**src/rtl/length_prefixed_record_framer_assert.svh**
```systemverilog
// Assertion macros for the record framer.
// Used by the top level; needs no package.
`ifndef LENGTH_PREFIXED_RECORD_FRAMER_ASSERT_SVH
`define LENGTH_PREFIXED_RECORD_FRAMER_ASSERT_SVH

// Same-cycle implication, checked outside reset.
`define LPRF_ASSERT_NOW(lbl, clk, rst_n, ante, cons, msg) \
    lbl: assert property (@(posedge clk) disable iff (!(rst_n)) (ante) |-> (cons)) \
        else $error(msg);

// Next-cycle implication, checked outside reset.
`define LPRF_ASSERT_NEXT(lbl, clk, rst_n, ante, cons, msg) \
    lbl: assert property (@(posedge clk) disable iff (!(rst_n)) (ante) |=> (cons)) \
        else $error(msg);

`endif

```
**src/rtl/lprf_pkg.sv**
```systemverilog
// Shared types and codes for the length-prefixed record framer.
// No dependencies; imported by every module of the block.
`timescale 1ns / 1ps
`default_nettype none
package lprf_pkg;

    localparam int unsigned CMD_W     = 3;
    localparam int unsigned PLEN_W    = 16;
    localparam int unsigned CLEN_W    = 64;
    localparam int unsigned BYTE_W    = 8;
    localparam int unsigned BURST_MAX = 9;
    localparam int unsigned CNT_W     = 4;
    localparam int unsigned BURST_W   = BURST_MAX * BYTE_W;

    // Commands carried by an input item.
    localparam logic [CMD_W-1:0] CMD_START   = 3'd0;
    localparam logic [CMD_W-1:0] CMD_PATH    = 3'd1;
    localparam logic [CMD_W-1:0] CMD_CONTENT = 3'd2;
    localparam logic [CMD_W-1:0] CMD_END     = 3'd3;
    localparam logic [CMD_W-1:0] CMD_STOP    = 3'd4;

    // Framer stages.
    localparam logic [1:0] STAGE_START   = 2'd0;
    localparam logic [1:0] STAGE_PATH    = 2'd1;
    localparam logic [1:0] STAGE_CONTENT = 2'd2;

    // Error codes.
    localparam logic [1:0] ERR_OK    = 2'd0;
    localparam logic [1:0] ERR_STAGE = 2'd1;
    localparam logic [1:0] ERR_DONE  = 2'd2;

    typedef struct packed {
        logic [CMD_W-1:0]  command;
        logic [PLEN_W-1:0] path_length;
        logic              is_directory;
        logic [CLEN_W-1:0] content_length;
        logic [BYTE_W-1:0] data_byte;
    } t_item;

    // All results caused by one item: bytes in emit order from bit 0 up.
    typedef struct packed {
        logic [BURST_W-1:0] bytes;
        logic [CNT_W-1:0]   count;
        logic               has_byte;
        logic               done_res;
        logic               stopped;
        logic               inside_file;
        logic [1:0]         error_code;
    } t_burst;

endpackage
`default_nettype wire

```
**src/rtl/lprf_core.sv**
```systemverilog
// Record state machine of the framer: turns one item into a burst of results.
// Depends on lprf_pkg.
`timescale 1ns / 1ps
`default_nettype none
module lprf_core (
    input  wire logic                       i_clk,
    input  wire logic                       i_rst_n,
    input  wire logic                       i_cfg_wr_en,
    input  wire logic [lprf_pkg::CLEN_W-1:0] i_cfg_wr_data,
    input  wire logic                       i_step,
    input  wire lprf_pkg::t_item            i_item,
    output lprf_pkg::t_burst                o_burst
);
    import lprf_pkg::*;

    logic [CLEN_W-1:0] r_dir_marker;
    logic [1:0]        r_stage,        n_stage;
    logic [PLEN_W-1:0] r_path_rem,     n_path_rem;
    logic              r_rec_dir,      n_rec_dir;
    logic [CLEN_W-1:0] r_len_field,    n_len_field;
    logic [CLEN_W-1:0] r_content_rem,  n_content_rem;
    logic              r_done,         n_done;
    logic              r_stop_pending, n_stop_pending;
    logic              r_stop_reached, n_stop_reached;

    logic [PLEN_W-1:0] path_dec;
    logic [CLEN_W-1:0] content_dec;
    logic [BURST_W-1:0] bytes;
    logic [CNT_W-1:0]   count;
    logic [1:0]         err;

    assign path_dec    = r_path_rem - PLEN_W'(1);
    assign content_dec = r_content_rem - CLEN_W'(1);

    always_comb begin
        n_stage        = r_stage;
        n_path_rem     = r_path_rem;
        n_rec_dir      = r_rec_dir;
        n_len_field    = r_len_field;
        n_content_rem  = r_content_rem;
        n_done         = r_done;
        n_stop_pending = r_stop_pending;
        n_stop_reached = r_stop_reached;
        bytes          = '0;
        count          = '0;
        err            = ERR_OK;

        if (r_done) begin
            err = ERR_DONE;
        end else if (i_item.command == CMD_START && r_stage == STAGE_START) begin
            bytes[2*BYTE_W-1:0] = i_item.path_length;
            count = CNT_W'(2);
            if (i_item.path_length == '0) begin
                n_done = 1'b1;
            end else begin
                n_rec_dir     = i_item.is_directory;
                n_len_field   = i_item.is_directory ? r_dir_marker : i_item.content_length;
                n_content_rem = i_item.is_directory ? '0 : i_item.content_length;
                n_path_rem    = i_item.path_length;
                n_stage       = STAGE_PATH;
            end
        end else if (i_item.command == CMD_PATH && r_stage == STAGE_PATH) begin
            bytes[BYTE_W-1:0] = i_item.data_byte;
            count      = CNT_W'(1);
            n_path_rem = path_dec;
            if (path_dec == '0) begin
                // Last path byte: the 8-byte length field follows in the same burst.
                bytes[BURST_W-1:BYTE_W] = r_len_field;
                count   = CNT_W'(BURST_MAX);
                n_stage = STAGE_START;
                if (!r_rec_dir && r_content_rem != '0) begin
                    n_stage = STAGE_CONTENT;
                end else if (!r_rec_dir && r_stop_pending) begin
                    n_stop_reached = 1'b1;
                    n_done         = 1'b1;
                end
            end
        end else if (i_item.command == CMD_CONTENT && r_stage == STAGE_CONTENT) begin
            bytes[BYTE_W-1:0] = i_item.data_byte;
            count         = CNT_W'(1);
            n_content_rem = content_dec;
            if (content_dec == '0) begin
                n_stage = STAGE_START;
                if (!r_rec_dir && r_stop_pending) begin
                    n_stop_reached = 1'b1;
                    n_done         = 1'b1;
                end
            end
        end else if (i_item.command == CMD_END && r_stage == STAGE_START) begin
            count  = CNT_W'(2);
            n_done = 1'b1;
        end else if (i_item.command == CMD_STOP) begin
            n_stop_pending = 1'b1;
        end else begin
            err = ERR_STAGE;
        end
    end

    always_comb begin
        o_burst.bytes       = bytes;
        o_burst.has_byte    = (count != '0);
        o_burst.count       = (count == '0) ? CNT_W'(1) : count;
        o_burst.done_res    = n_done;
        o_burst.stopped     = n_stop_reached;
        o_burst.inside_file = (n_stage == STAGE_CONTENT) && !n_done;
        o_burst.error_code  = err;
    end

    always_ff @(posedge i_clk) begin
        if (!i_rst_n) begin
            r_dir_marker   <= '1;
            r_stage        <= STAGE_START;
            r_path_rem     <= '0;
            r_rec_dir      <= 1'b0;
            r_len_field    <= '0;
            r_content_rem  <= '0;
            r_done         <= 1'b0;
            r_stop_pending <= 1'b0;
            r_stop_reached <= 1'b0;
        end else begin
            if (i_cfg_wr_en) begin
                r_dir_marker <= i_cfg_wr_data;
            end
            if (i_step) begin
                r_stage        <= n_stage;
                r_path_rem     <= n_path_rem;
                r_rec_dir      <= n_rec_dir;
                r_len_field    <= n_len_field;
                r_content_rem  <= n_content_rem;
                r_done         <= n_done;
                r_stop_pending <= n_stop_pending;
                r_stop_reached <= n_stop_reached;
            end
        end
    end

endmodule
`default_nettype wire

```
**src/rtl/lprf_emit.sv**
```systemverilog
// Framer result register: holds one burst, shifts out a byte per cycle when ready.
// Depends on lprf_pkg.
`timescale 1ns / 1ps
`default_nettype none
module lprf_emit (
    input  wire logic                       i_clk,
    input  wire logic                       i_rst_n,
    input  wire logic                       i_load,
    input  wire lprf_pkg::t_burst           i_burst,
    output logic                            o_free,
    output logic                            o_valid,
    input  wire logic                       i_ready,
    output logic [lprf_pkg::BYTE_W-1:0]     o_byte,
    output logic                            o_has_byte,
    output logic                            o_last,
    output logic                            o_done_res,
    output logic                            o_stopped,
    output logic                            o_inside_file,
    output logic [1:0]                      o_error_code
);
    import lprf_pkg::*;

    logic               r_vld;
    logic [BURST_W-1:0] r_bytes;
    logic [CNT_W-1:0]   r_left;
    logic               r_has_byte, r_done_res, r_stopped, r_inside, r_last_q;
    logic [1:0]         r_err;
    logic               take;

    assign take    = r_vld && i_ready;
    assign r_last_q = (r_left == CNT_W'(1));
    assign o_free  = !r_vld || (take && r_last_q);

    assign o_valid       = r_vld;
    assign o_byte        = r_bytes[BYTE_W-1:0];
    assign o_has_byte    = r_has_byte;
    assign o_last        = r_last_q;
    assign o_done_res    = r_done_res;
    assign o_stopped     = r_stopped;
    assign o_inside_file = r_inside;
    assign o_error_code  = r_err;

    always_ff @(posedge i_clk) begin
        if (!i_rst_n) begin
            r_vld  <= 1'b0;
            r_left <= '0;
        end else if (i_load) begin
            r_vld  <= 1'b1;
            r_left <= i_burst.count;
        end else if (take) begin
            r_vld  <= !r_last_q;
            r_left <= r_left - CNT_W'(1);
        end
    end

    always_ff @(posedge i_clk) begin
        if (i_load) begin
            r_bytes    <= i_burst.bytes;
            r_has_byte <= i_burst.has_byte;
            r_done_res <= i_burst.done_res;
            r_stopped  <= i_burst.stopped;
            r_inside   <= i_burst.inside_file;
            r_err      <= i_burst.error_code;
        end else if (take) begin
            r_bytes <= {{BYTE_W{1'b0}}, r_bytes[BURST_W-1:BYTE_W]};
        end
    end

endmodule
`default_nettype wire

```
**src/rtl/length_prefixed_record_framer.sv**
```systemverilog
// Top level of the length-prefixed record framer: input register, record core, result emitter.
// Depends on lprf_pkg, lprf_core, lprf_emit and length_prefixed_record_framer_assert.svh.
//
// Usage: record items enter on the s_axis group. The command travels in s_axis_tuser;
// s_axis_tdata carries path_length, is_directory, content_length and data_byte. Each
// item yields one to nine results on the m_axis group, one result per handshake: a
// start item gives the two path-length bytes, a path byte gives itself, and the final
// path byte also gives the eight length-field bytes. Stop requests, errors and items
// after the end of the stream give a single status result with tuser (has_byte) low.
// m_axis_tlast marks the final result of each item.
// An accepted item waits in the input register until the result register is free; its
// first result is valid once loaded. Throughput is one item per cycle while each item
// gives one result and the receiver is ready; an item with several results holds the
// emitter until all are taken, which sets the rate during header bursts. The input
// register lets one further item be accepted while results wait on a stalled receiver;
// tready then drops until the emitter drains. The directory marker is written through
// i_cfg_wr_en / i_cfg_wr_data; the user must do so only while idle, the block does not check.
// Reset is synchronous: it clears both pipeline registers and the record state, and
// sets the directory marker to all ones.
`timescale 1ns / 1ps
`default_nettype none
`include "length_prefixed_record_framer_assert.svh"
module length_prefixed_record_framer (
    input  wire logic        i_clk,
    input  wire logic        i_rst_n,
    input  wire logic        i_cfg_wr_en,
    input  wire logic [63:0] i_cfg_wr_data,
    input  wire logic        s_axis_tvalid,
    output logic             s_axis_tready,
    // Fields from bit 0: path_length[15:0], is_directory[16], content_length[80:17],
    // data_byte[88:81], zero fill [95:89].
    input  wire logic [95:0] s_axis_tdata,
    // Fields from bit 0: command[2:0].
    input  wire logic [2:0]  s_axis_tuser,
    output logic             m_axis_tvalid,
    input  wire logic        m_axis_tready,
    // Fields from bit 0: out_byte[7:0], done_res[8], stopped[9], inside_file[10],
    // error_code[12:11], zero fill [15:13].
    output logic [15:0]      m_axis_tdata,
    // Fields from bit 0: has_byte[0].
    output logic             m_axis_tuser,
    output logic             m_axis_tlast
);
    import lprf_pkg::*;

    // Input register: holds one item until the emitter can take its burst.
    logic   r_in_vld;
    t_item  r_in;
    logic   load;
    logic   emit_free;
    t_burst burst;

    logic [BYTE_W-1:0] out_byte;
    logic              done_res, stopped, inside_file;
    logic [1:0]        error_code;

    assign load          = r_in_vld && emit_free;
    assign s_axis_tready = !r_in_vld || load;

    always_ff @(posedge i_clk) begin
        if (!i_rst_n) begin
            r_in_vld <= 1'b0;
        end else if (s_axis_tvalid && s_axis_tready) begin
            r_in_vld <= 1'b1;
        end else if (load) begin
            r_in_vld <= 1'b0;
        end
    end

    always_ff @(posedge i_clk) begin
        if (s_axis_tvalid && s_axis_tready) begin
            r_in.command        <= s_axis_tuser;
            r_in.path_length    <= s_axis_tdata[15:0];
            r_in.is_directory   <= s_axis_tdata[16];
            r_in.content_length <= s_axis_tdata[80:17];
            r_in.data_byte      <= s_axis_tdata[88:81];
        end
    end

    // The record state advances exactly when the item's burst enters the emitter.
    lprf_core u_core (
        .i_clk         (i_clk),
        .i_rst_n       (i_rst_n),
        .i_cfg_wr_en   (i_cfg_wr_en),
        .i_cfg_wr_data (i_cfg_wr_data),
        .i_step        (load),
        .i_item        (r_in),
        .o_burst       (burst)
    );

    lprf_emit u_emit (
        .i_clk         (i_clk),
        .i_rst_n       (i_rst_n),
        .i_load        (load),
        .i_burst       (burst),
        .o_free        (emit_free),
        .o_valid       (m_axis_tvalid),
        .i_ready       (m_axis_tready),
        .o_byte        (out_byte),
        .o_has_byte    (m_axis_tuser),
        .o_last        (m_axis_tlast),
        .o_done_res    (done_res),
        .o_stopped     (stopped),
        .o_inside_file (inside_file),
        .o_error_code  (error_code)
    );

    assign m_axis_tdata = {3'b000, error_code, inside_file, stopped, done_res, out_byte};

    // A status result stands alone, so it must close its item.
    `LPRF_ASSERT_NOW(a_status_is_last, i_clk, i_rst_n, m_axis_tvalid && !m_axis_tuser, m_axis_tlast, "status result without tlast")
    // An error never comes with a stream byte.
    `LPRF_ASSERT_NOW(a_error_no_byte, i_clk, i_rst_n, m_axis_tvalid && (error_code != ERR_OK), !m_axis_tuser, "error result carries a byte")
    // A buffered item that could not be loaded stays buffered.
    `LPRF_ASSERT_NEXT(a_in_held, i_clk, i_rst_n, r_in_vld && !load, r_in_vld, "buffered item lost")

endmodule
`default_nettype wire
```
**config.mk**
```make
export PLATFORM = sky130hd
export DESIGN_NAME = length_prefixed_record_framer
export DESIGN_NICKNAME = d
export VERILOG_FILES = /design/src/rtl/lprf_pkg.sv /design/src/rtl/lprf_core.sv /design/src/rtl/lprf_emit.sv /design/src/rtl/length_prefixed_record_framer.sv
export VERILOG_INCLUDE_DIRS = /design/src /design/src/rtl
export SDC_FILE = /design/constraint.sdc
export NUM_CORES = 1
export LEC_CHECK = 0
export BUFFER_PORTS_ARGS = -buffer_cell sky130_fd_sc_hd__buf_2
export CORE_MARGIN = 2
export CORE_UTILIZATION = 46
export CTS_CLUSTER_SIZE = 25
export DETAILED_ROUTE_END_ITERATION = 8
export GPL_TIMING_DRIVEN = 1
export PLACE_DENSITY = 0.74
export SYNTH_ARGS = -nofsm -noshare
export SYNTH_HDL_FRONTEND = slang
export SYNTH_SLANG_ARGS = --single-unit
```
**constraint.sdc**
```tcl
create_clock -name i_clk -period 4.1 [get_ports i_clk]
set_input_delay 0.205 -clock i_clk [delete_from_list [all_inputs] [get_ports i_clk]]
set_output_delay 0.205 -clock i_clk [all_outputs]
set_load 0.05 [all_outputs]
```
# [After elaboration in Yosys (flattened, before gate mapping)]
# Cells that the tools add are included.
[word_totals] mem_bits_rw=0 wordCells=140 ff_bits=390 mem_bits_ro=0 mem_count=0 out_inout_bits=20 input_bits=168 latchBits=0
[op_classes] mux=62 n_reduce_logical=35 n_lt_le_gt_ge=0 bitwise=6 n_addsub=3 div=0 mul=0 shifts=0 n_eq_ne=10
[op_table] cell="64-bit two-way mux" count=8
[op_table] cell="72-bit two-way mux" count=3
[op_table] cell="64-bit zero test" count=1
[op_table] cell="16-bit two-way mux" count=4
[op_table] cell="64-bit nonzero test" count=1
[op_table] cell="64-bit by 1-bit subtractor with 64-bit output, second input constant" count=1
[op_table] cell="56-bit two-way mux" count=1
[op_table] cell="16-bit zero test" count=2
[op_table] cell="4-bit two-way mux" count=8
[op_table] cell="1-bit two-way mux" count=24
[op_table] cell="2-bit two-way mux" count=12
[op_table] cell="8-bit two-way mux" count=2
[op_table] cell="16-bit by 1-bit subtractor with 16-bit output, second input constant" count=1
[op_table] cell="1-bit logical AND" count=11
[op_table] cell="4-bit AND reduction" count=2
[op_table] cell="2-bit nonzero test" count=4
[op_table] cell="7-bit AND reduction" count=1
[op_table] cell="3-bit by 2-bit equality test with 1-bit output, second input constant" count=2
[op_table] cell="1-bit NOT" count=6
[op_table] cell="1-bit zero test" count=5
[op_table] cell="5-bit AND reduction" count=1
[op_table] cell="5-bit OR reduction" count=1
[op_table] cell="2-bit equality test, second input constant" count=2
[op_table] cell="4-bit by 1-bit equality test with 1-bit output, second input constant" count=1
[op_table] cell="other kinds (11)" count=12

# [Longest topological paths before layout]
# Gate-level depths: netlist of run 1.
[logic_depth] ltp_word=10 depth_mapped=14 mapped_depth_nobuf=11

# [Cells and area by module]
# A second synthesis of run 1 with hierarchy kept.
[unflattened] hier_cells=1898 hier_area_um2=18992.0
[by_module_without_submodules] mod="lprf_core" cells_per_inst=1594 instances=1 seq_area_each_um2=4284.1 area_each_um2=12619.6
[by_module_without_submodules] mod="lprf_emit" cells_per_inst=199 instances=1 seq_area_each_um2=2442.3 area_each_um2=3495.9
[by_module_without_submodules] mod="length_prefixed_record_framer" cells_per_inst=105 instances=1 seq_area_each_um2=2782.7 area_each_um2=2876.5

# [Worst setup path after synthesis of run 1]
# No wires, ideal clock.
[synth_timing] path_kind="register to register" startpoint="register u_emit.r_left[0]" endpoint="register r_in[0] in the netlist's numbering (enable)" path_stages_with_launch=6 t_arrival_ns=4.773 n_path_buf=0 setup_ns=0.461 setup_slack_ns=-1.134 path_cell_list="dfxtp_1 ha_1 nor3b_1 a21boi_0 nand2_1 and2_1"
[synth_via] elab_chain_len=6
[synth_lines] item="start, declared" line="lprf_emit.sv:25" rtl="logic [CNT_W-1:0] r_left;"
[synth_lines] item="start signal, assigned" line="lprf_emit.sv:49" rtl="r_left <= i_burst.count;"
[synth_lines] item="start signal, assigned" line="lprf_emit.sv:52" rtl="r_left <= r_left - CNT_W'(1);"
[synth_lines] item="4-bit by 1-bit equality test with 1-bit output" line="lprf_emit.sv:31" rtl="assign r_last_q = (r_left == CNT_W'(1));"
[synth_lines] item="named net m_axis_tlast" line="length_prefixed_record_framer.sv:42" rtl="output logic m_axis_tlast"
[synth_lines] item="1-bit logical AND" line="lprf_emit.sv:32" rtl="assign o_free = !r_vld || (take && r_last_q);"
[synth_lines] item="1-bit logical OR" line="lprf_emit.sv:32"
[synth_lines] item="1-bit logical AND" line="length_prefixed_record_framer.sv:57" rtl="assign load = r_in_vld && emit_free;"
[synth_lines] item="1-bit logical OR" line="length_prefixed_record_framer.sv:58" rtl="assign s_axis_tready = !r_in_vld || load;"
[synth_lines] item="named net s_axis_tready" line="length_prefixed_record_framer.sv:29" rtl="output logic s_axis_tready,"
[synth_lines] item="1-bit logical AND" line="length_prefixed_record_framer.sv:71" rtl="if (s_axis_tvalid && s_axis_tready) begin"
[synth_lines] item="end, declared" line="length_prefixed_record_framer.sv:48" rtl="t_item r_in;"
# The timed path passes the listed nets, and every way through them passes these cells.
# A chain may end at the register's enable or synchronous reset.

# [Final worst setup path of run 1]
[layout_timing] startpoint="register u_core.r_path_rem[0]" endpoint="register u_emit.r_bytes[29], data pin"
[layout_via] elab_chain_len=7
[layout_lines] item="start, declared" line="lprf_core.sv:18" rtl="logic [PLEN_W-1:0] r_path_rem, n_path_rem;"
[layout_lines] item="start signal, assigned" line="lprf_core.sv:126" rtl="r_path_rem <= n_path_rem;"
[layout_lines] item="16-bit by 1-bit subtractor with 16-bit output" line="lprf_core.sv:32" rtl="assign path_dec = r_path_rem - PLEN_W'(1);"
[layout_lines] item="16-bit zero test" line="lprf_core.sv:66" rtl="if (path_dec == '0) begin"
[layout_lines] item="64-bit two-way mux" line="lprf_core.sv:66"
[layout_lines] item="64-bit two-way mux" line="lprf_core.sv:62" rtl="end else if (i_item.command == CMD_PATH && r_stage == STAGE_PATH) begin"
[layout_lines] item="56-bit two-way mux" line="lprf_core.sv:50" rtl="end else if (i_item.command == CMD_START && r_stage == STAGE_START) begin"
[layout_lines] item="72-bit two-way mux" line="lprf_core.sv:48" rtl="if (r_done) begin"
[layout_lines] item="72-bit two-way mux" line="lprf_emit.sv:57" rtl="if (i_load) begin"
[layout_lines] item="end signal, assigned" line="lprf_emit.sv:58" rtl="r_bytes <= i_burst.bytes;"
[layout_lines] item="end signal, assigned" line="lprf_emit.sv:65" rtl="r_bytes <= {{BYTE_W{1'b0}}, r_bytes[BURST_W-1:BYTE_W]};"
[layout_lines] item="end, declared" line="lprf_emit.sv:24" rtl="logic [BURST_W-1:0] r_bytes;"
# No other way between the ends.

==> impl_results.md, run 1 <==
- Relative slew slack: between 20% and 30%
- Post-synth ARST share: 0%
- Post-layout util: between 50% and 60%
- Vias in the first global route: between 15000 and 20000
- Inserted Clock Buffers: 41
- CP max-delay cell: or4b_2
- Sw Pwr: 2.823 mW
- Layout Nets: ~2300
- Yosys top cell area share: between 20% and 30%
- F_max: roughly 260 MHz
- I/O Buffers: between 150 and 200
- Via density per instance: 6.013
- I/O Pins: approximately 190
- Unrepaired setup endpoints after global routing: no
- Tightest Pin Transition: about 1100 ps
- Power Density: 454.9 nW/um^2
- Critical Path RT: between 4000 and 5000 ps
- Syn-to-layout area delta: 24.51%
- Max Cap Violations: 0
- CTS tree: built
- Largest cells by area after synthesis: edfxtp_1 28%, dfxtp_1 24%, mux2i_1 5.6%, nand2_1 3.7%, nor2_1 3.7%
- Row count: slightly above 70
- Routed Antenna Nets: 0
- Fill cells: ~3200
- Sequential share of power: a little over two fifths
- Diodes inserted: 0
- HP Class: input port to flip-flop
- Part of the power in combinational logic: about 18%
- Drt drc: 0
- Post-detail-place hpwl: between 30000 and 40000 microns
- Layout Cells excl Fill: about 2700
- Post-synthesis sequential area ratio: roughly 52%
- Max clock buf depth: 3
- Grt ovf: 0
- Antenna violations before repair: 0
- Area occupied by registers: 9509 sq um
- Critical-path cell list: inv_1, ha_1, or4b_2, or4_1, o32ai_1, a22oi_1, or4b_1, nor2_4, buf_12, a22o_1
- Max incr delay on CP: a little over 700 ps
- Sum of buffers and inverters on the critical path: 2
- Layout cell share with drive strength beyond 1: 15.17%
- Library cells used by synthesis: 76
- Area occupied by multi-input gates: 8004 sq um
- Max rail drop VDD: 0.3176 mV
- Final instance area: ~23000 sq um
- Largest net degree at the start of global routing: approximately 140
- Wire per inst: roughly 22 microns
- Die width: 203.0 microns
- Synth Cell Area: roughly 18000 sq um
- Crit-path max FO: 52
- Hold Fails Final Rpt: 0
- Status: finished clean
- Die area: about 41000 sq um
- Global-route wire length before repair: 91380 microns
- Post-placement cell area: about 20000 sq um
- Clock-pin slew on the worst setup and hold paths: roughly 60 ps
- Clk_lat worst skew: 550 ps
- Switching Fraction: 27.35%
- Max-slew violation count: 0
- Dominant synthesized flop cell: dfxtp_1
- Power, Total: just over 10 mW
- Placed Cells: roughly 2500
- Skew final: 21.01 ps
- Synth cell count leaders: 220 x dfxtp_1, 178 x nand2_1, 178 x nor2_1
- CP Launch Type: flip-flop
- Initial drt markers: 1423
- H-tree depth: 2
- Die Y: 203.0 microns
- Worst Path Arrival: between 4000 and 5000 ps
- Syn Inst Count: approximately 1900
- Clock Power Share: around two fifths
- Via count: around 16000
- Min cycle time layout: 3878 ps
- Total negative slack: 0 ps
- Number of synthesized flops with an enable pin: 170
- Critical path capture point type: flip-flop
- Initial Util: 46.82%
- Number of setup violations in the final report: 0
- CP top delay family: simple AND/OR/NAND/NOR gates
- Clock net sink count: 390
- Synthesized flop and latch total: just under 400
- Core area: around 40000 sq um
- DRT Pass-1 Iters: 6
- Syn Area/Cell: between 9 and 10 sq um
- Synth area leader: edfxtp_1
- Detailed-route wire length: approximately 60000 microns
- Total internal power: ~7.5 mW
- Gr usage total: around 28%
- Final GP Congestion: between 0.9 and 1
- Crit share post-route: 94.60%
- Most common cell in the netlist: dfxtp_1
- Lkg Pwr: 8.934 nW
- Yosys Warn Count: 0
- Crit path kind: flip-flop to flip-flop
- Root Buffer: clkbuf_16
## kinds of logic (layout without fill, tap and decap cells)
family                   count (synthesis)  after routing  share of synthesized area [%]
AND/OR/NAND/NOR                        677            677                          18.49
AO/OA/AOI/OAI                          489            489                          17.83
flip-flops                             390            390                          52.19
buffers and inverters                  190            496                          4.244
multiplexers                           103            103                          5.665
XOR/XNOR                                24             24                          1.154
adder cells (fa/ha/maj)                  6              6                         0.4120
other                                    1              3                        0.02058
## flip-flops by register name (all words and copies together), names as in the netlist, 4 cells and up
name	cells
u_core.r_dir_marker	64
r_in	92
u_core.r_content_rem	64
u_emit.r_left	4
u_emit.r_bytes	72
u_core.r_path_rem	16
u_core.r_len_field	64
## repair_timing
action | 4_1_cts | 5_1_grt
endpoints found under the setup margin | 0 | 1
hold buffers | 158 | 0
hold endpoints to repair | 162 | 0
setup buffers | 0 | 1
resized for setup | 0 | 3
## routing by layer
metal / global-route usage, % / wire, microns
met3: 3.323 / 3517
met1: 36.49 / 24570
met4: 10.32 / 2157
met5: 0 / 0
met2: 49.11 / 29250
## metrics by stage
stage | worst slack (ps) | hold slack, ps
global placement | 260.6 | 382.0
CTS | 216.5 | 62.27
detailed placement | 247.4 | 383.1
floorplan | 81.28 | 303.9
global route | 32.72 | 139.7
finish | 221.5 | 68.69
## layout make-up
| type | count | share of cell area (%) |
|---|---|---|
| clock inverter | 23 | 1.412 |
| timing repair buffer | 391 | 12.97 |
| inverter | 29 | 0.4853 |
| multi-input combinational | 1302 | 35.28 |
| sequential | 390 | 41.91 |
| clock buffer | 53 | 5.085 |
| tap | 518 | 2.857 |
## worst reg2reg max path: stages (launching register included)
cell and delay (ps):
dfxtp_1 370, inv_1 100, ha_1 230, or4b_2 710, or4_1 490, o32ai_1 150
a22oi_1 140, or4b_1 650, nor2_4 330, buf_12 290, a22o_1 260
## layout by cell type (no fill, tap or decap), drive strengths merged, types with 19 or more instances in the layout
cell,n
o21ai,123
and3,27
nor2,178
a22oi,24
dlygate4sd3,158
edfxtp,170
nand4,25
mux2i,102
nand3,30
and2,20
buf,233
nor4,47
a21oi,99
dfxtp,220
a211oi,71
or4,19
nor3,55
inv,29
nor2b,33
a22o,48
clkbuf,53
nand2,178
a21boi,19
## final timing paths
path	endpoint	from	depth (start not counted)	slack, ps
setup / recovery	u_emit.r_bytes[29]	u_core.r_path_rem[0]	10	220
hold reg to reg	u_core.r_dir_marker[44]	u_core.r_dir_marker[44]	2	470
hold / removal	u_emit.o_valid	m_axis_tready	4	70
setup reg to reg	u_emit.r_bytes[29]	u_core.r_path_rem[0]	10	220
## power by group through the flow
stage          sequential [mW]  clock (mW)  combinational [mW]
3_5_place_dp              4.50           0                1.63
4_1_cts                   4.41        4.08                1.76
5_1_grt                   4.43        4.26                1.96
3_3_place_gp              4.49           0                1.62
2_1_floorplan             4.43           0                1.10
6_report                  4.42        4.09                1.81
Power figures use the tool's default switching activity.
==> run 2, diff against run 1 <==
- RECOVER_POWER: default -> 50
==> run 2 against run 1 <==
The flow now finishes with violations (capacitance limit, slew limit). Flip-flop and latch count is the same. First-iteration DRC count up 0.42%. Global-route usage did not move. Final cell count stayed put. Design area down 0.29%. Setup slack worse by 7.9 ps. Combinational power is essentially flat. Clock power about the same. Core utilization decreased by 0.17 points. Largest power group unchanged.
==> impl_results.md, run 2 (synthesis gave the netlist of run 1 again) <==
- Status: complete, but fails checks
- Failing checks: capacitance limit, slew limit
- Post-layout util: 58.13%
- Wire per inst: 21.96 microns
- Diodes inserted: 0
- Routed Antenna Nets: 0
- Number of flip-flops in the largest register: between 90 and 100
- Area occupied by multi-input gates: 7999 sq um
- R2R depth: 10
- Critical path capture point type: flip-flop
- Syn-to-layout area delta: 24.15%
- Layout cell share with drive strength beyond 1: between 10% and 20%
- Via density per instance: roughly 6.0
- Gr usage total: ~28%
- Core area: 38920 sq um
- Post-detail-place hpwl: between 30000 and 40000 microns
- R2r endpoint: u_emit.r_bytes[29]
- Clk_lat worst skew: 550 ps
- I/O Buffers: 177
- Total negative slack: 0 ps
- Largest register by flop count: r_in
- Area occupied by registers: around 9500 sq um
- Power, Total: about 10 mW
- Vias in the first global route: between 15000 and 20000
- Relative slew slack: -98.63%
- Worst Path Arrival: roughly 4300 ps
- Drt drc: 0
- Unrepaired setup endpoints after global routing: no
- Row count: between 70 and 80
- Antenna violations before repair: 0
- Power Density: ~460 nW/um^2
- Most common cell after layout, fill and taps aside: dfxtp_1
- Hold endpoint: u_emit.o_valid
- Lkg Pwr: slightly below 9 nW
- WHS Path Cells: 4
- Worst Min Path Start: m_axis_tready
- Die Y: 203.0 microns
- Clock net sink count: 390
- Crit share post-route: 94.79%
- Crit-path max FO: 52
- Root Buffer: clkbuf_16
- Hold Fails Final Rpt: 0
- Max-slew violation count: around 170
- Detailed-route wire length: between 50000 and 60000 microns
- Largest net degree at the start of global routing: approximately 140
- Layout Nets: between 2000 and 2500
- Inserted Clock Buffers: a little over 40
- H-tree depth: 2
- Grt ovf: 0
- DRT Pass-1 Iters: 5
- Min cycle time layout: around 4000 ps
- Max clock buf depth: 3
- Number of setup violations in the final report: 0
- Via count: about 16000
- Tightest Pin Transition: between 2000 and 3000 ps
- HP Class: input port to flip-flop
- F_max: between 200 and 300 MHz
- Initial Util: about 47%
- CP Launch Type: flip-flop
- Clock-pin slew on the worst setup and hold paths: ~60 ps
- Final GP Congestion: roughly 0.97
- Top flop regs: r_in (92), u_emit.r_bytes (72)
- Global-route wire length before repair: between 90000 and 100000 microns
- R2R setup slack: between 200 and 250 ps
- Die area: 41220 sq um
- Crit path kind: flip-flop to flip-flop
- Max rail drop VDD: ~0.32 mV
- Reg-to-reg startpoint: u_core.r_path_rem[0]
- I/O Pins: 188
- Skew final: about 18 ps
- Die width: about 200 microns
- Most frequent cells in the layout: 220 x dfxtp_1, 177 x nand2_1, 176 x nor2_1
- Initial drt markers: between 1000 and 1500
- Critical Path RT: ~4500 ps
- Fill cells: 3250
- Max Cap Violations: 2
- CTS tree: built
==> run 2: cell count changes in the layout (fill, tap and decap cells not counted), sizes merged <==
cell	before	now
clkinvlp	1	2
clkinv	14	13
clkbuf	53	98
buf	233	188
==> run 2: worst max-delay path by stage <==
stage,startpoint,slack [ps],to
detailed placement,u_core.r_content_rem[30],250,u_core.r_stage[1]
global route,u_core.r_content_rem[30],20,u_core.r_stage[1]
floorplan,u_emit.r_left[0],80,u_core.r_len_field[14]
global placement,u_core.r_content_rem[30],260,u_core.r_stage[1]
CTS,u_core.r_content_rem[30],220,u_core.r_stage[1]
finish,u_core.r_path_rem[0],210,u_emit.r_bytes[29]
==> run 2: layout make-up <==
| class | instances | area share (%) |
|---|---|---|
| clock buffer | 53 | 5.100 |
| clock inverter | 23 | 1.416 |
| inverter | 29 | 0.4867 |
| multi-input combinational | 1302 | 35.36 |
| sequential | 390 | 42.04 |
| tap | 518 | 2.865 |
| timing repair buffer | 391 | 12.74 |
==> run 2: repair_timing <==
action	CTS	global route
resized for setup	0	3
endpoints found under the setup margin	0	1
hold buffers	158	0
buffers inserted	0	1
endpoints found under the hold margin	162	0
==> run 2: power breakdown <==
part           switching, mW  internal (mW)  total [mW]  leakage [nW]
Sequential             0.142           4.28        4.43          3.44
Clock                   1.59           2.50        4.09         0.725
Combinational           1.09          0.713        1.80          4.64
==> run 2: layer usage <==
layer / GRT usage [%] / share of wire (%) / vias up
met4: 10.32 / 3.8 / 0
met2: 49.11 / 49 / 729
met1: 36.49 / 41 / 7946
li1: - / - / 7502
met5: 0 / 0 / -
met3: 3.323 / 6.1 / 138
==> run 2: metrics by stage <==
stage	setup WS, ps	hold WS [ps]	instance area [sq um]	std cells
after floorplan	81.28	303.9	18230	1882
after global placement	260.6	382.0	19610	2471
after detailed placement	247.4	383.1	19610	2471
after CTS	216.5	62.27	22670	2705
after global routing	20.15	136.7	22620	2706
final	213.6	70.53	22620	2706
==> run 2: worst max-delay path, cell delays in order, from the launching register on <==
cell and delay [ps]:
dfxtp_1 370, inv_1 100, ha_1 230, or4b_2 710, or4_1 500, o32ai_1 150, a22oi_1 140, or4b_1 660
nor2_4 340, buf_12 280, a22o_1 220
==> run 3, diff against run 2 <==
- GPL_TIMING_DRIVEN: 1 -> 0
- MAX_ROUTING_LAYER: default -> met4
==> run 3 against run 2 <==
The flow still finishes with violations (capacitance limit, slew limit). Clock power decreased by 5.9%. Non-clock buffer count increased by 116. Maximum frequency decreased by 2.6%. Design area increased by 1.9%. Setup slack got worse by 100 ps. Final cell count increased by 4.3%. Clock skew increased by 0.78 ps.
==> impl_results.md, run 3 (synthesis gave the netlist of run 1 again) <==
- Worst setup path endpoint: u_core.r_stage[1]
- Most common cell after layout, fill and taps aside: dfxtp_1
- HP Class: input port to flip-flop
- DRT Pass-1 Iters: 6
- Power Density: about 450 nW/um^2
- Unrepaired setup endpoints after global routing: yes
- Relative slew slack: -23.74%
- Max rail drop VDD: ~0.36 mV
- Syn-to-layout area delta: 26.53%
- Drt drc: 0
- Clock-pin slew on the worst setup and hold paths: around 70 ps
- Largest register by flop count: r_in
- H-tree depth: 2
- Initial drt markers: approximately 2100
- Final instance area: about 23000 sq um
- Crit share post-route: 97.31%
- M3 GR Usage: slightly above 7%
- Crit-path max FO: 10
- Routed Antenna Nets: 0
- Via density per instance: approximately 6.3
- Place WS: -1148 ps
- I/O Pins: 188
- Max clock buf depth: 3
- Inserted Clock Buffers: between 40 and 50
- Worst Path Arrival: 4450 ps
- CP max-delay cell: o32ai_1
- Die area: around 41000 sq um
- Number of flip-flops in the largest register: 92
- Final GP Congestion: between 1 and 1.5
- CP Launch Type: flip-flop
- Clk_lat worst skew: between 500 and 600 ps
- Top flop regs: r_in (92), u_emit.r_bytes (72)
- R2R setup slack: between 100 and 150 ps
- Wire per inst: 28.24 microns
- Most frequent cells in the layout: 220 x dfxtp_1, 177 x nand2_1, 176 x nor2_1
- Critical Path RT: between 4000 and 5000 ps
- Global-route wire length before repair: approximately 110000 microns
- Grt ovf: 0
- F_max: 250.7 MHz
- Failing checks: capacitance limit, slew limit
- M2 GR Usage: between 60% and 70%
- Via count: around 18000
- Reg-to-reg startpoint: u_core.r_content_rem[2]
- Layout Nets: roughly 2400
- Gr usage total: approximately two fifths
- Layout cell share with drive strength beyond 1: approximately an eighth
- I/O Buffers: about 180
- Skew final: ~19 ps
- Crit path kind: flip-flop to flip-flop
- Hold Fails Final Rpt: 0
- Die Y: roughly 200 microns
- Post-detail-place hpwl: 53940 microns
- Post-layout util: 59.24%
- Area occupied by registers: 9509 sq um
- Max Cap Violations: 2
- Lkg Pwr: between 8 and 9 nW
- Critical path capture point type: flip-flop
- Die width: 203.0 microns
- GR peak layer: met2
- Antenna violations before repair: 1
- Initial Util: a little under half
- Min cycle time layout: around 4000 ps
- R2R depth: 11
- R2r endpoint: u_core.r_stage[1]
- Number of setup violations in the final report: 0
- GRT met1 Usage: 46.63%
- Clock net sink count: slightly below 400
- Power, Total: 10.32 mW
- Total negative slack: 0 ps
- Core area: a little under 40000 sq um
- Detailed-route wire length: 79690 microns
- Largest net degree at the start of global routing: 93
- Vias in the first global route: between 15000 and 20000
- Status: complete, but fails checks
- Tightest Pin Transition: about 1900 ps
- CTS tree: built
- Critical Path Start: u_core.r_content_rem[2]
- Post-placement cell area: between 15000 and 20000 sq um
- Critical-path cell list: clkbuf_1, nor4_4, clkbuf_1, nand2_1, o32ai_1, o2111ai_1, nor4b_1, nand4_1, nor4_4, a21boi_0, o21a_1
- Root Buffer: clkbuf_16
- Max-slew violation count: 82
- Area occupied by multi-input gates: about 8000 sq um
- Fill cells: 3207
- Setup ws final: 110.4 ps
- Row count: a little over 70
- Max incr delay on CP: ~580 ps
## run 3: per-layer routing
layer	vias to the layer above	part of all wire [%]	routed length [microns]
met5	-	0	0
met3	320	9.6	7673
li1	7740	-	-
met1	8579	38	30100
met4	0	6.3	5048
met2	1180	46	36860
## run 3: report_power, final
group          switching [mW]  internal [mW]
clock                    1.67           2.18
sequential              0.140           4.28
combinational            1.32          0.732
total                    3.12           7.20
## run 3: through the flow
step,instances,hold WS [ps]
2_1_floorplan,1882,303.9
6_report,2822,54.71
4_1_cts,2824,36.13
3_5_place_dp,2577,383.1
3_3_place_gp,2575,382.2
5_1_grt,2822,124.8
## run 3: critical path, delay by kind of cell (launching register included)
family	cells	cell delay, ps
AO/OA/AOI/OAI	4	1230
buffers and inverters	2	600
flip-flops	1	300
AND/OR/NAND/NOR	5	1720
## run 3: area by class of cell
class	instances	share of cell area (%)
Sequential cell	390	41.25
Multi-Input combinational cell	1302	35.63
Timing Repair Buffer	349	10.99
Tap cell	518	2.811
Buffer	158	2.952
Clock inverter	18	0.8466
Clock buffer	57	5.020
Inverter	29	0.4884
Antenna cell	1	0.01085
## run 3: worst min-delay path by stage
stage / cells past startpoint / end / slack (ps) / start
2_1_floorplan: 0 / r_in[0] / 300 / s_axis_tdata[81]
3_3_place_gp: 1 / r_in[52] / 380 / s_axis_tdata[61]
6_report: 4 / u_emit.o_valid / 50 / m_axis_tready
5_1_grt: 4 / u_emit.o_valid / 120 / m_axis_tready
4_1_cts: 4 / u_emit.o_valid / 40 / m_axis_tready
3_5_place_dp: 1 / r_in[60] / 380 / s_axis_tdata[69]
## run 3: what timing repair did
item / in CTS / in global routing
hold buffers: 157 / 0
endpoints found under the hold margin: 157 / 0
gates resized for setup: 35 / 31
pin swaps: 5 / 7
buffers inserted: 15 / 0
setup endpoints to repair: 138 / 157
gates cloned: 0 / 0
